**src/rtl/rsmg_pkg.sv**
```systemverilog
// Shared types, codes and the diffusion tap table for the round subkey matrix generator.
// No dependencies; used by every module in rtl/.
package rsmg_pkg;

   localparam int DIM_BITS   = 3;
   localparam int ELEM_BITS  = 6;
   localparam int TAP_BITS   = 4;

   typedef enum logic [1:0] {
      ACT_LOAD_R   = 2'd0,
      ACT_LOAD_T   = 2'd1,
      ACT_GENERATE = 2'd2,
      ACT_UNUSED   = 2'd3
   } action_type;

   typedef struct packed {
      logic [1:0]  action;
      logic [2:0]  row;
      logic [2:0]  col;
      logic [63:0] value;
   } req_type;

   typedef struct packed {
      logic [5:0]  word_index;
      logic [63:0] subkey_word;
      logic        last;
   } rsp_type;

   typedef enum logic [3:0] {
      ST_IDLE,
      ST_RD,
      ST_OP,
      ST_MUL,
      ST_ACC,
      ST_WR,
      ST_WHT_RD,
      ST_WHT_WR,
      ST_DIF_RD,
      ST_DIF_ACC,
      ST_OUT
   } state_type;

   typedef enum logic [2:0] {
      PH_P,      // P = R * T
      PH_S,      // S = (T - R^T)^T (R + T^T)^T
      PH_M,      // M += S * P
      PH_WHITE,  // subkey ^= M, column-major
      PH_DIFF    // XOR diffusion and emit
   } phase_type;

   typedef enum logic [3:0] {
      DP_NOP,
      DP_LOAD_R,
      DP_LOAD_T,
      DP_OPER,
      DP_MUL,
      DP_ACC,
      DP_WRITE,
      DP_WHITEN,
      DP_DIF_ACC,
      DP_EMIT
   } dp_op_type;

   typedef struct packed {
      dp_op_type             op;
      phase_type             phase;
      logic [DIM_BITS-1:0]   i;
      logic [DIM_BITS-1:0]   j;
      logic [DIM_BITS-1:0]   k;
      logic [ELEM_BITS-1:0]  n;
      logic [TAP_BITS-1:0]   t;
      logic                  first;
   } cmd_type;

   localparam logic [4:0] DIFF_TAPS [32][16] = '{
      '{24, 8, 6, 1, 9, 4, 10, 3, 26, 2, 5, 15, 17, 13, 23, 12},
      '{19, 11, 22, 14, 25, 31, 7, 0, 30, 21, 28, 20, 18, 27, 29, 16},
      '{4, 18, 10, 26, 1, 22, 30, 21, 20, 5, 23, 12, 17, 6, 3, 25},
      '{11, 19, 24, 16, 0, 7, 28, 13, 29, 14, 2, 15, 27, 8, 31, 9},
      '{21, 13, 28, 4, 7, 24, 25, 9, 16, 5, 6, 19, 23, 31, 27, 1},
      '{15, 3, 11, 2, 12, 20, 17, 30, 10, 22, 8, 0, 18, 26, 29, 14},
      '{16, 24, 21, 25, 18, 10, 30, 22, 0, 6, 27, 1, 23, 4, 28, 3},
      '{12, 20, 14, 31, 15, 2, 9, 8, 29, 11, 5, 19, 26, 13, 17, 7},
      '{7, 31, 8, 24, 2, 9, 3, 22, 14, 6, 4, 20, 27, 17, 26, 21},
      '{19, 23, 15, 28, 5, 0, 1, 10, 25, 30, 13, 12, 18, 16, 29, 11},
      '{25, 9, 30, 22, 14, 3, 10, 18, 12, 4, 26, 21, 27, 24, 8, 28},
      '{0, 17, 1, 19, 11, 13, 5, 7, 29, 15, 6, 20, 16, 31, 23, 2},
      '{9, 17, 13, 5, 7, 2, 28, 30, 11, 4, 24, 0, 26, 23, 16, 22},
      '{12, 20, 27, 19, 8, 6, 21, 25, 3, 10, 31, 1, 18, 14, 29, 15},
      '{7, 3, 11, 30, 28, 18, 10, 25, 1, 24, 16, 22, 26, 9, 13, 8},
      '{20, 12, 21, 23, 31, 15, 6, 2, 29, 19, 4, 0, 14, 17, 27, 5},
      '{7, 31, 8, 24, 2, 9, 3, 22, 14, 6, 4, 20, 27, 17, 26, 21},
      '{19, 23, 15, 28, 5, 0, 1, 10, 25, 30, 13, 12, 18, 16, 29, 11},
      '{25, 9, 30, 22, 14, 3, 10, 18, 12, 4, 26, 21, 27, 24, 8, 28},
      '{0, 17, 1, 19, 11, 13, 5, 7, 29, 15, 6, 20, 16, 31, 23, 2},
      '{9, 17, 13, 5, 7, 2, 28, 30, 11, 4, 24, 0, 26, 23, 16, 22},
      '{12, 20, 27, 19, 8, 6, 21, 25, 3, 10, 31, 1, 18, 14, 29, 15},
      '{7, 3, 11, 30, 28, 18, 10, 25, 1, 24, 16, 22, 26, 9, 13, 8},
      '{20, 12, 21, 23, 31, 15, 6, 2, 29, 19, 4, 0, 14, 17, 27, 5},
      '{31, 7, 23, 6, 10, 2, 5, 8, 15, 24, 9, 12, 16, 27, 14, 30},
      '{0, 4, 20, 13, 1, 22, 26, 3, 28, 25, 17, 21, 18, 11, 29, 19},
      '{18, 10, 2, 15, 8, 28, 25, 3, 21, 9, 14, 30, 16, 7, 31, 13},
      '{17, 1, 22, 27, 19, 0, 4, 5, 29, 20, 24, 12, 11, 23, 26, 6},
      '{27, 2, 4, 13, 5, 6, 17, 25, 19, 9, 7, 1, 14, 26, 11, 10},
      '{28, 12, 16, 24, 0, 31, 21, 30, 8, 3, 23, 22, 18, 15, 29, 20},
      '{13, 5, 3, 19, 25, 8, 18, 28, 22, 7, 11, 10, 14, 2, 17, 31},
      '{21, 6, 30, 12, 20, 24, 23, 26, 29, 0, 9, 1, 15, 27, 16, 4}
   };

endpackage

```
**src/rtl/rsmg_ctrl.sv**
```systemverilog
// Sequencer for the round subkey matrix generator: state, phase and loop counters.
// Depends on rsmg_pkg; drives rsmg_datapath through cmd_type.
module rsmg_ctrl
   import rsmg_pkg::*;
(
   input  logic    clock,
   input  logic    reset,
   input  logic    req_valid,
   output logic    req_ready,
   input  req_type req_data,
   output logic    rsp_valid,
   input  logic    rsp_ready,
   output cmd_type cmd
);

   state_type             state_ff, state_in;
   phase_type             phase_ff, phase_in;
   logic [DIM_BITS-1:0]   i_ff, i_in, j_ff, j_in, k_ff, k_in;
   logic [ELEM_BITS-1:0]  n_ff, n_in;
   logic [TAP_BITS-1:0]   t_ff, t_in;
   logic                  gen_once_ff, gen_once_in;

   always_ff @(posedge clock) begin
      if (reset) begin
         state_ff    <= ST_IDLE;
         phase_ff    <= PH_P;
         i_ff        <= '0;
         j_ff        <= '0;
         k_ff        <= '0;
         n_ff        <= '0;
         t_ff        <= '0;
         gen_once_ff <= 1'b0;
      end else begin
         state_ff    <= state_in;
         phase_ff    <= phase_in;
         i_ff        <= i_in;
         j_ff        <= j_in;
         k_ff        <= k_in;
         n_ff        <= n_in;
         t_ff        <= t_in;
         gen_once_ff <= gen_once_in;
      end
   end

   always_comb begin
      state_in    = state_ff;
      phase_in    = phase_ff;
      i_in        = i_ff;
      j_in        = j_ff;
      k_in        = k_ff;
      n_in        = n_ff;
      t_in        = t_ff;
      gen_once_in = gen_once_ff;
      req_ready   = 1'b0;
      rsp_valid   = 1'b0;
      cmd.op      = DP_NOP;

      unique case (state_ff)
         ST_IDLE: begin
            req_ready = 1'b1;
            if (req_valid) begin
               unique case (action_type'(req_data.action))
                  ACT_LOAD_R: cmd.op = DP_LOAD_R;
                  ACT_LOAD_T: cmd.op = DP_LOAD_T;
                  ACT_GENERATE: begin
                     phase_in = PH_P;
                     i_in     = '0;
                     j_in     = '0;
                     k_in     = '0;
                     state_in = ST_RD;
                  end
                  default: ;
               endcase
            end
         end
         ST_RD:  state_in = ST_OP;
         ST_OP: begin
            cmd.op   = DP_OPER;
            state_in = ST_MUL;
         end
         ST_MUL: begin
            cmd.op   = DP_MUL;
            state_in = ST_ACC;
         end
         ST_ACC: begin
            cmd.op = DP_ACC;
            if (k_ff == '1) begin
               state_in = ST_WR;
            end else begin
               k_in     = k_ff + 1'b1;
               state_in = ST_RD;
            end
         end
         ST_WR: begin
            cmd.op = DP_WRITE;
            k_in   = '0;
            j_in   = j_ff + 1'b1;
            if (j_ff == '1) begin
               i_in = i_ff + 1'b1;
            end
            state_in = ST_RD;
            if (i_ff == '1 && j_ff == '1) begin
               priority case (phase_ff)
                  PH_P: phase_in = PH_S;
                  PH_S: phase_in = PH_M;
                  default: begin
                     phase_in = PH_WHITE;
                     n_in     = '0;
                     state_in = ST_WHT_RD;
                  end
               endcase
            end
         end
         ST_WHT_RD: state_in = ST_WHT_WR;
         ST_WHT_WR: begin
            cmd.op = DP_WHITEN;
            n_in   = n_ff + 1'b1;
            if (n_ff == '1) begin
               phase_in = PH_DIFF;
               t_in     = '0;
               state_in = ST_DIF_RD;
            end else begin
               state_in = ST_WHT_RD;
            end
         end
         ST_DIF_RD: state_in = ST_DIF_ACC;
         ST_DIF_ACC: begin
            cmd.op = DP_DIF_ACC;
            if (t_ff == '1) begin
               state_in = ST_OUT;
            end else begin
               t_in     = t_ff + 1'b1;
               state_in = ST_DIF_RD;
            end
         end
         ST_OUT: begin
            rsp_valid = 1'b1;
            if (rsp_ready) begin
               cmd.op = DP_EMIT;
               if (n_ff == '1) begin
                  gen_once_in = 1'b1;
                  state_in    = ST_IDLE;
               end else begin
                  n_in     = n_ff + 1'b1;
                  t_in     = '0;
                  state_in = ST_DIF_RD;
               end
            end
         end
         default: state_in = ST_IDLE;
      endcase

      cmd.phase = phase_ff;
      cmd.i     = i_ff;
      cmd.j     = j_ff;
      cmd.k     = k_ff;
      cmd.n     = n_ff;
      cmd.t     = t_ff;
      cmd.first = ~gen_once_ff;
   end

endmodule

```
**config.mk**
```make
export PLATFORM = sky130hd
export DESIGN_NAME = rsmg_ctrl
export DESIGN_NICKNAME = d
export VERILOG_FILES = /design/src/rtl/rsmg_pkg.sv /design/src/rtl/rsmg_ctrl.sv
export SDC_FILE = /design/constraint.sdc
export NUM_CORES = 1
export LEC_CHECK = 0
export BUFFER_PORTS_ARGS = -buffer_cell sky130_fd_sc_hd__buf_2
export CORE_MARGIN = 2
export CORE_UTILIZATION = 43
export CTS_BUF_LIST = sky130_fd_sc_hd__clkbuf_4 sky130_fd_sc_hd__clkbuf_8 sky130_fd_sc_hd__clkbuf_16
export DETAILED_ROUTE_END_ITERATION = 16
export PLACE_DENSITY = 0.8
export SLEW_MARGIN = 20
export SYNTH_ARGS = -nofsm -noshare
export SYNTH_HDL_FRONTEND = slang
export SYNTH_SLANG_ARGS = --single-unit
export TNS_END_PERCENT = 1
```
**constraint.sdc**
```tcl
create_clock -name clock -period 1.8 [get_ports clock]
set_input_delay 0.09 -clock clock [delete_from_list [all_inputs] [get_ports clock]]
set_output_delay 0.09 -clock clock [all_outputs]
set_load 0.1 [all_outputs]
```
==> flow_summary.ini, run 1 <==
[outcome]
outcome = finished clean

[critical_path]
slowest_stage = dfxtp_1
cp_slowest_stage_delay_ns = 0.42
path_delay_family = buffers and inverters
crit_path_frequent_cell = buf_4
cp_num_buf_inv = 3
critPathArrivalTime_ns = 1.62
cp_max_fo = 10
start_kind = flop
endpoint_kind = primary output
crit_required_ns = 1.71
path_cells = buf_4 > nor4_4 > buf_4 > buf_12
setup.worst_path.class = flop to primary output

[detailed_routing]
antenna_left = 0
first_pass_iters = 4
detail_route.vias_per_cell = 5.53
routed_wl_um = 3850
drtIter0Drc = 76
wire_per_inst_um = 13.2
drc = 0
routed-via-count = 1610

[clocking]
cts_num_sinks = 27
cts_tree = built
clkLatencyLatePin_ns = 0.27
clkTransAtPathRegs_ns = 0.09
cts-buffers-inserted = 3
cts_root_buf = clkbuf_8
cts_max_path_buffers = 2
htreeDepth = 1

[timing]
period_needed_ns = 1.71
rsz0062_at_grt = false
final-hold-violation-count = 0
period_share_pct = 94.8
clock_skew_ns = 0.00366
drv_slew = 0
holdWs_ns = 0.259
relSlewSlack_pct = 67.5
tightest_slew_ns = 0.488
max_freq_mhz = 586
setup_viol = 0

[synth]
syn_avg_cell_area_sq_um = 8.65
ys_warn_count = 0
synth_edf_count = 0
synth-seq-cells = 27
yosysSeqAreaShare_pct = 31.1
post-synth-top-count-cell = dfxtp_1
synth_common_cells = dfxtp_1 (27), a21oi_1 (23), nand2_1 (17), nand3_1 (14), nand2b_1 (11)
ys_async_sr_fraction_pct = 0
synth_cells = 201
ys.flop_type = dfxtp_1
yosysTopAreaCell = dfxtp_1
synth_area_sq_um = 1740
synth_nets = 285
synth_cell_types = 62
ys_top_cells_by_area = dfxtp_1 (31%), a21oi_1 (6.6%), ha_1 (5.8%)
yosys.area.top_type_share_pct = 31.1

[layout]
fin_cells = 291
fill_cells = 346
layout.nets = 326
antennaDiodeCount = 0
syn_to_final_growth_pct = 24.3
drive_above_1_share_pct = 31.1

[global_routing]
use_met3_pct = 1.67
grt_pass1_wl_um = 6500
grt_pass1_vias = 1486
met1_usage_pct = 25.3
met2_usage_pct = 29.5
overflow = 0
grt_max_degree = 29
grt_usage_pct = 18.4
top_usage_layer = met2
antenna_found_initial = 0

[worst_hold_path]
worstHoldPathType = input pin to flop

[die]
floorplan.initialDensity_pct = 44.1
die_w_um = 67.6
core_area_sq_um = 3940
fp.dieArea_sq_um = 4570
die_y_um = 67.6
rows = 23
io_pins = 105

[power_and_ir_drop]
power_leakage_nw = 0.908
power_density_nw_per_um2 = 863
peakVddDrop_mv = 0.331
totalPowerFinal_mw = 1.87

[place]
dpl.hpwl_um = 2900
dpl.cell_count = 287
globalplace.congestion = 0.777
portBuffers = 34

[job]
maxCapViolCount = 0
where the power goes:
| part | switching (mW) | internal, mW | leakage [nW] |
|---|---|---|---|
| combinational | 0.508 | 0.328 | 0.661 |
| sequential | 0.0480 | 0.621 | 0.220 |
| clock | 0.187 | 0.174 | 0.0262 |
state kept, by name, summed over array words and instances (netlist names):
name and count:
i_ff 3, phase_ff 3, k_ff 3, t_ff 4
gen_once_ff 1, j_ff 3, state_ff 4, n_ff 6
layer usage:
layer	up-vias	routed length [um]
li1	832	-
met1	744	1920
met2	29	1760
met3	5	112
met4	0	63
met5	-	0
cell families (layout without fill, tap and decap cells):
family          Yosys count  count (layout)  share of synthesized area [%]
buf+inv                  14              54                           4.17
compound gates           56              56                           22.4
xor+xnor                  1               1                          0.504
mux                       7               7                           4.32
flops                    27              27                           31.1
fa+ha+maj                 8               8                           5.76
simple gates             88              88                           31.7
worst paths after layout:
kind	to	depth (start not counted)	slack, ns	startpoint
hold reg to reg	j_ff[2]$_SDFFE_PP0P_	2	0.50	j_ff[2]$_SDFFE_PP0P_
setup reg to reg	n_ff[4]$_SDFFE_PP0P_	6	0.10	j_ff[0]$_SDFFE_PP0P_
setup / recovery	req_ready	4	0.09	state_ff[3]$_SDFFE_PP0P_
hold / removal	gen_once_ff$_SDFFE_PP0P_	2	0.26	reset
final cells by class:
| type | count | area [sq um] | share of cell area, % |
|---|---|---|---|
| well taps | 50 | 62.6 | 2.89 |
| repair buffers | 46 | 350 | 16.2 |
| inverters | 4 | 15.0 | 0.694 |
| multi-input cells | 160 | 1140 | 52.5 |
| flip-flops and latches | 27 | 549 | 25.4 |
| clock buffers | 4 | 48.8 | 2.26 |
cell usage in the layout, fill, tap and decap left out, types with 2 or more instances in the layout:
cell,netlist,final
buf_4,2,12
and3b_1,3,3
nand2_2,2,2
o21ai_0,7,7
a21oi_1,23,21
and4bb_4,2,2
o211a_1,2,2
clkbuf_8,0,3
dfxtp_2,0,4
nand4bb_1,2,2
buf_12,0,6
nand4_1,3,3
nand3b_1,2,2
inv_1,3,3
nand2b_1,11,11
a21oi_2,1,3
a21o_1,2,2
nor2b_1,4,4
nor3_1,4,4
dfxtp_1,27,22
mux2i_1,6,6
nor2_1,10,10
ha_1,8,7
nand2_1,17,17
o21ai_1,2,2
nand3_1,14,14
buf_2,4,28
per-stage QoR:
step / setup TNS [ns] / instance area, sq um / worst slack, ns / utilization, %
2_1_floorplan: -9.89 / 1750 / -0.503 / -
3_3_place_gp: 0 / 2100 / 0.123 / 53.4
3_5_place_dp: 0 / 2100 / 0.0737 / 53.4
4_1_cts: 0 / 2150 / 0.00472 / 54.6
5_1_grt: 0 / 2160 / 0.00510 / 54.8
6_report: 0 / 2160 / 0.0945 / 54.8
worst register-to-register path: stages (launching register included):
cell	delay [ns]
dfxtp_1	0.39
ha_1	0.17
ha_2	0.24
o211ai_1	0.16
a21o_1	0.26
a21oi_1	0.20
mux2i_1	0.20
what timing repair did:
item,in CTS,in global routing
gates resized for setup,1,4
hold buffers,0,0
cloned,0,0
endpoints found under the setup margin,1,8
setup buffers,0,0
pin swaps,0,1
(Power assumes the default switching activity.)
==> run 2, diff against run 1 <==
--- a/config.mk
+++ b/config.mk
@@ -7,10 +7,10 @@
 export LEC_CHECK = 0
 export BUFFER_PORTS_ARGS = -buffer_cell sky130_fd_sc_hd__buf_2
 export CORE_MARGIN = 2
-export CORE_UTILIZATION = 43
+export CORE_UTILIZATION = 47
 export CTS_BUF_LIST = sky130_fd_sc_hd__clkbuf_4 sky130_fd_sc_hd__clkbuf_8 sky130_fd_sc_hd__clkbuf_16
 export DETAILED_ROUTE_END_ITERATION = 16
-export PLACE_DENSITY = 0.8
+export PLACE_DENSITY = 0.86
 export SLEW_MARGIN = 20
 export SYNTH_ARGS = -nofsm -noshare
 export SYNTH_HDL_FRONTEND = slang
==> constraint.sdc (replaced) <==
create_clock -name clock -period 2 [get_ports clock]
set_input_delay 0.1 -clock clock [delete_from_list [all_inputs] [get_ports clock]]
set_output_delay 0.1 -clock clock [all_outputs]
set_load 0.1 [all_outputs]
==> run 2 against run 1 <==
Compared with the run above: register-to-register slack better by 0.16 ns; count of clock-buffer cells in the layout down 1; sequential share of layout area grew 0.81 points; clock skew grew 0.0023 ns; non-clock buffer count shrank 3; sequential cell count did not move; critical path type unchanged; clock power decreased by 12%; core utilization up 2.3 points; combinational power shrank 22%; sequential power decreased by 11%; global-route usage up 0.62 points.
==> flow_summary.ini, run 2 (synthesis results as in run 1) <==
[global_routing]
overflow = 0
grt_usage_pct = 19.0
antenna_found_initial = 0
grt_pass1_wl_um = 6490
grt_pass1_vias = 1466
grt_max_degree = 29

[timing]
worst_slack_ns = 0.132
drv_slew = 0
setup_viol = 0
tightest_slew_ns = 0.492
setup-tns-final_ns = 0
final-hold-violation-count = 0
clock_skew_ns = 0.00593
rsz0062_at_grt = false
max_freq_mhz = 535
period_share_pct = 93.4
period_needed_ns = 1.87
relSlewSlack_pct = 67.2

[power_and_ir_drop]
switchingPower_mw = 0.662
power_density_nw_per_um2 = 759
combPwrFrac_pct = 41.7
peakVddDrop_mv = 0.454
power_leakage_nw = 0.873
p_clk_share_pct = 20.3
totalPowerFinal_mw = 1.56
p_int_mw = 0.902
sw_frac_of_total_pct = 42.3
seqPwrFrac_pct = 38.0

[die]
floorplan.initialDensity_pct = 48.2
io_pins = 105
die_w_um = 64.8
die_y_um = 64.8
core_area_sq_um = 3610
fp.dieArea_sq_um = 4200
rows = 22

[layout]
fill_cells = 328
fin_util_pct = 57.2
largest_register_ffs = 6
layout.nets = 323
reg_top3 = n_ff x6, state_ff x4, t_ff x4
final_common_cell = buf_2
syn_to_final_growth_pct = 18.6
regArea_sq_um = 541
antennaDiodeCount = 0
drive_above_1_share_pct = 27.3
regMostFlops = n_ff
multi_input_area_sq_um = 1130
final_cell_mix = buf_2 (32), dfxtp_1 (27), a21oi_1 (22)

[clocking]
cts_root_buf = clkbuf_8
post_cts_buffers = 0
cts_tree = built
post_cts_resized = 0
htreeDepth = 1
cts_num_sinks = 27
clkTransAtPathRegs_ns = 0.10
cts-buffers-inserted = 3
clkLatencyLatePin_ns = 0.27
holdBufCountCts = 0
cts_max_path_buffers = 2

[place]
dpl.hpwl_um = 2890
globalplace.congestion = 0.923
dp_slack_ns = 0.274
portBuffers = 34

[detailed_routing]
wire_per_inst_um = 13.4
antenna_left = 0
routed_wl_um = 3840
first_pass_iters = 4
routed-via-count = 1603
detail_route.vias_per_cell = 5.60
drc = 0
drtIter0Drc = 65

[critical_path]
start_kind = flop
cp_max_fo = 11
crit_required_ns = 1.90
critPathArrivalTime_ns = 1.77
setup.worst_path.class = flop to primary output
endpoint_kind = primary output

[worst_hold_path]
worstHoldPathType = input pin to flop

[outcome]
outcome = finished clean

[job]
maxCapViolCount = 0
-- run 2: changes by cell type in the layout (fill, tap and decap cells not counted) --
cell / before / now
ha_2: 1 / 0
buf_12: 6 / 2
a21oi_1: 21 / 22
a21oi_2: 3 / 2
clkinvlp_4: 0 / 1
clkbuf_4: 1 / 0
dfxtp_4: 1 / 0
buf_2: 28 / 32
ha_1: 7 / 8
dfxtp_1: 22 / 27
buf_4: 12 / 9
dfxtp_2: 4 / 0
-- run 2: per-layer routing --
layer,track usage [%],wire length [um],share of wire [%]
met1,26.5,1810,47
met2,30.4,1770,46
met3,3.65,224,5.8
met4,4.26,40,1.0
met5,0,0,0
-- run 2: power by group through the flow --
stage                     sequential [mW]  clock [mW]  combinational, mW
after floorplan                     0.591           0              0.532
after global placement              0.605           0              0.643
after detailed placement            0.606           0              0.652
after CTS                           0.594       0.328              0.655
after global routing                0.600       0.359              0.694
final                               0.594       0.318              0.653
-- run 2: final timing paths --
kind	startpoint	end	slack, ns	cells after the start
max	state_ff[2]$_SDFFE_PP0P_	cmd[24]	0.13	5
min	reset	j_ff[0]$_SDFFE_PP0P_	0.26	2
max reg2reg	k_ff[0]$_SDFFE_PP0P_	k_ff[2]$_SDFFE_PP0P_	0.26	6
min reg2reg	k_ff[2]$_SDFFE_PP0P_	k_ff[2]$_SDFFE_PP0P_	0.49	2
-- run 2: worst max-delay path: stages (launching register included) --
cell and delay, ns:
dfxtp_1 0.43, buf_4 0.22, nor2_1 0.17, o21ai_0 0.13, a21oi_2 0.12, buf_2 0.43
-- run 2: metrics by stage --
step / hold WS (ns) / area (sq um) / instances
5_1_grt: 0.294 / 2060 / 286
2_1_floorplan: 0.358 / 1740 / 201
3_3_place_gp: 0.474 / 2010 / 282
6_report: 0.264 / 2060 / 286
4_1_cts: 0.262 / 2060 / 286
3_5_place_dp: 0.479 / 2010 / 282
-- run 2: final cells by class --
cell class,count,share of cell area (%)
Multi-Input combinational cell,160,54.8
Sequential cell,27,26.2
Clock buffer,3,2.00
Inverter,4,0.728
Clock inverter,1,0.364
Tap cell,48,2.91
Timing Repair Buffer,43,13.0
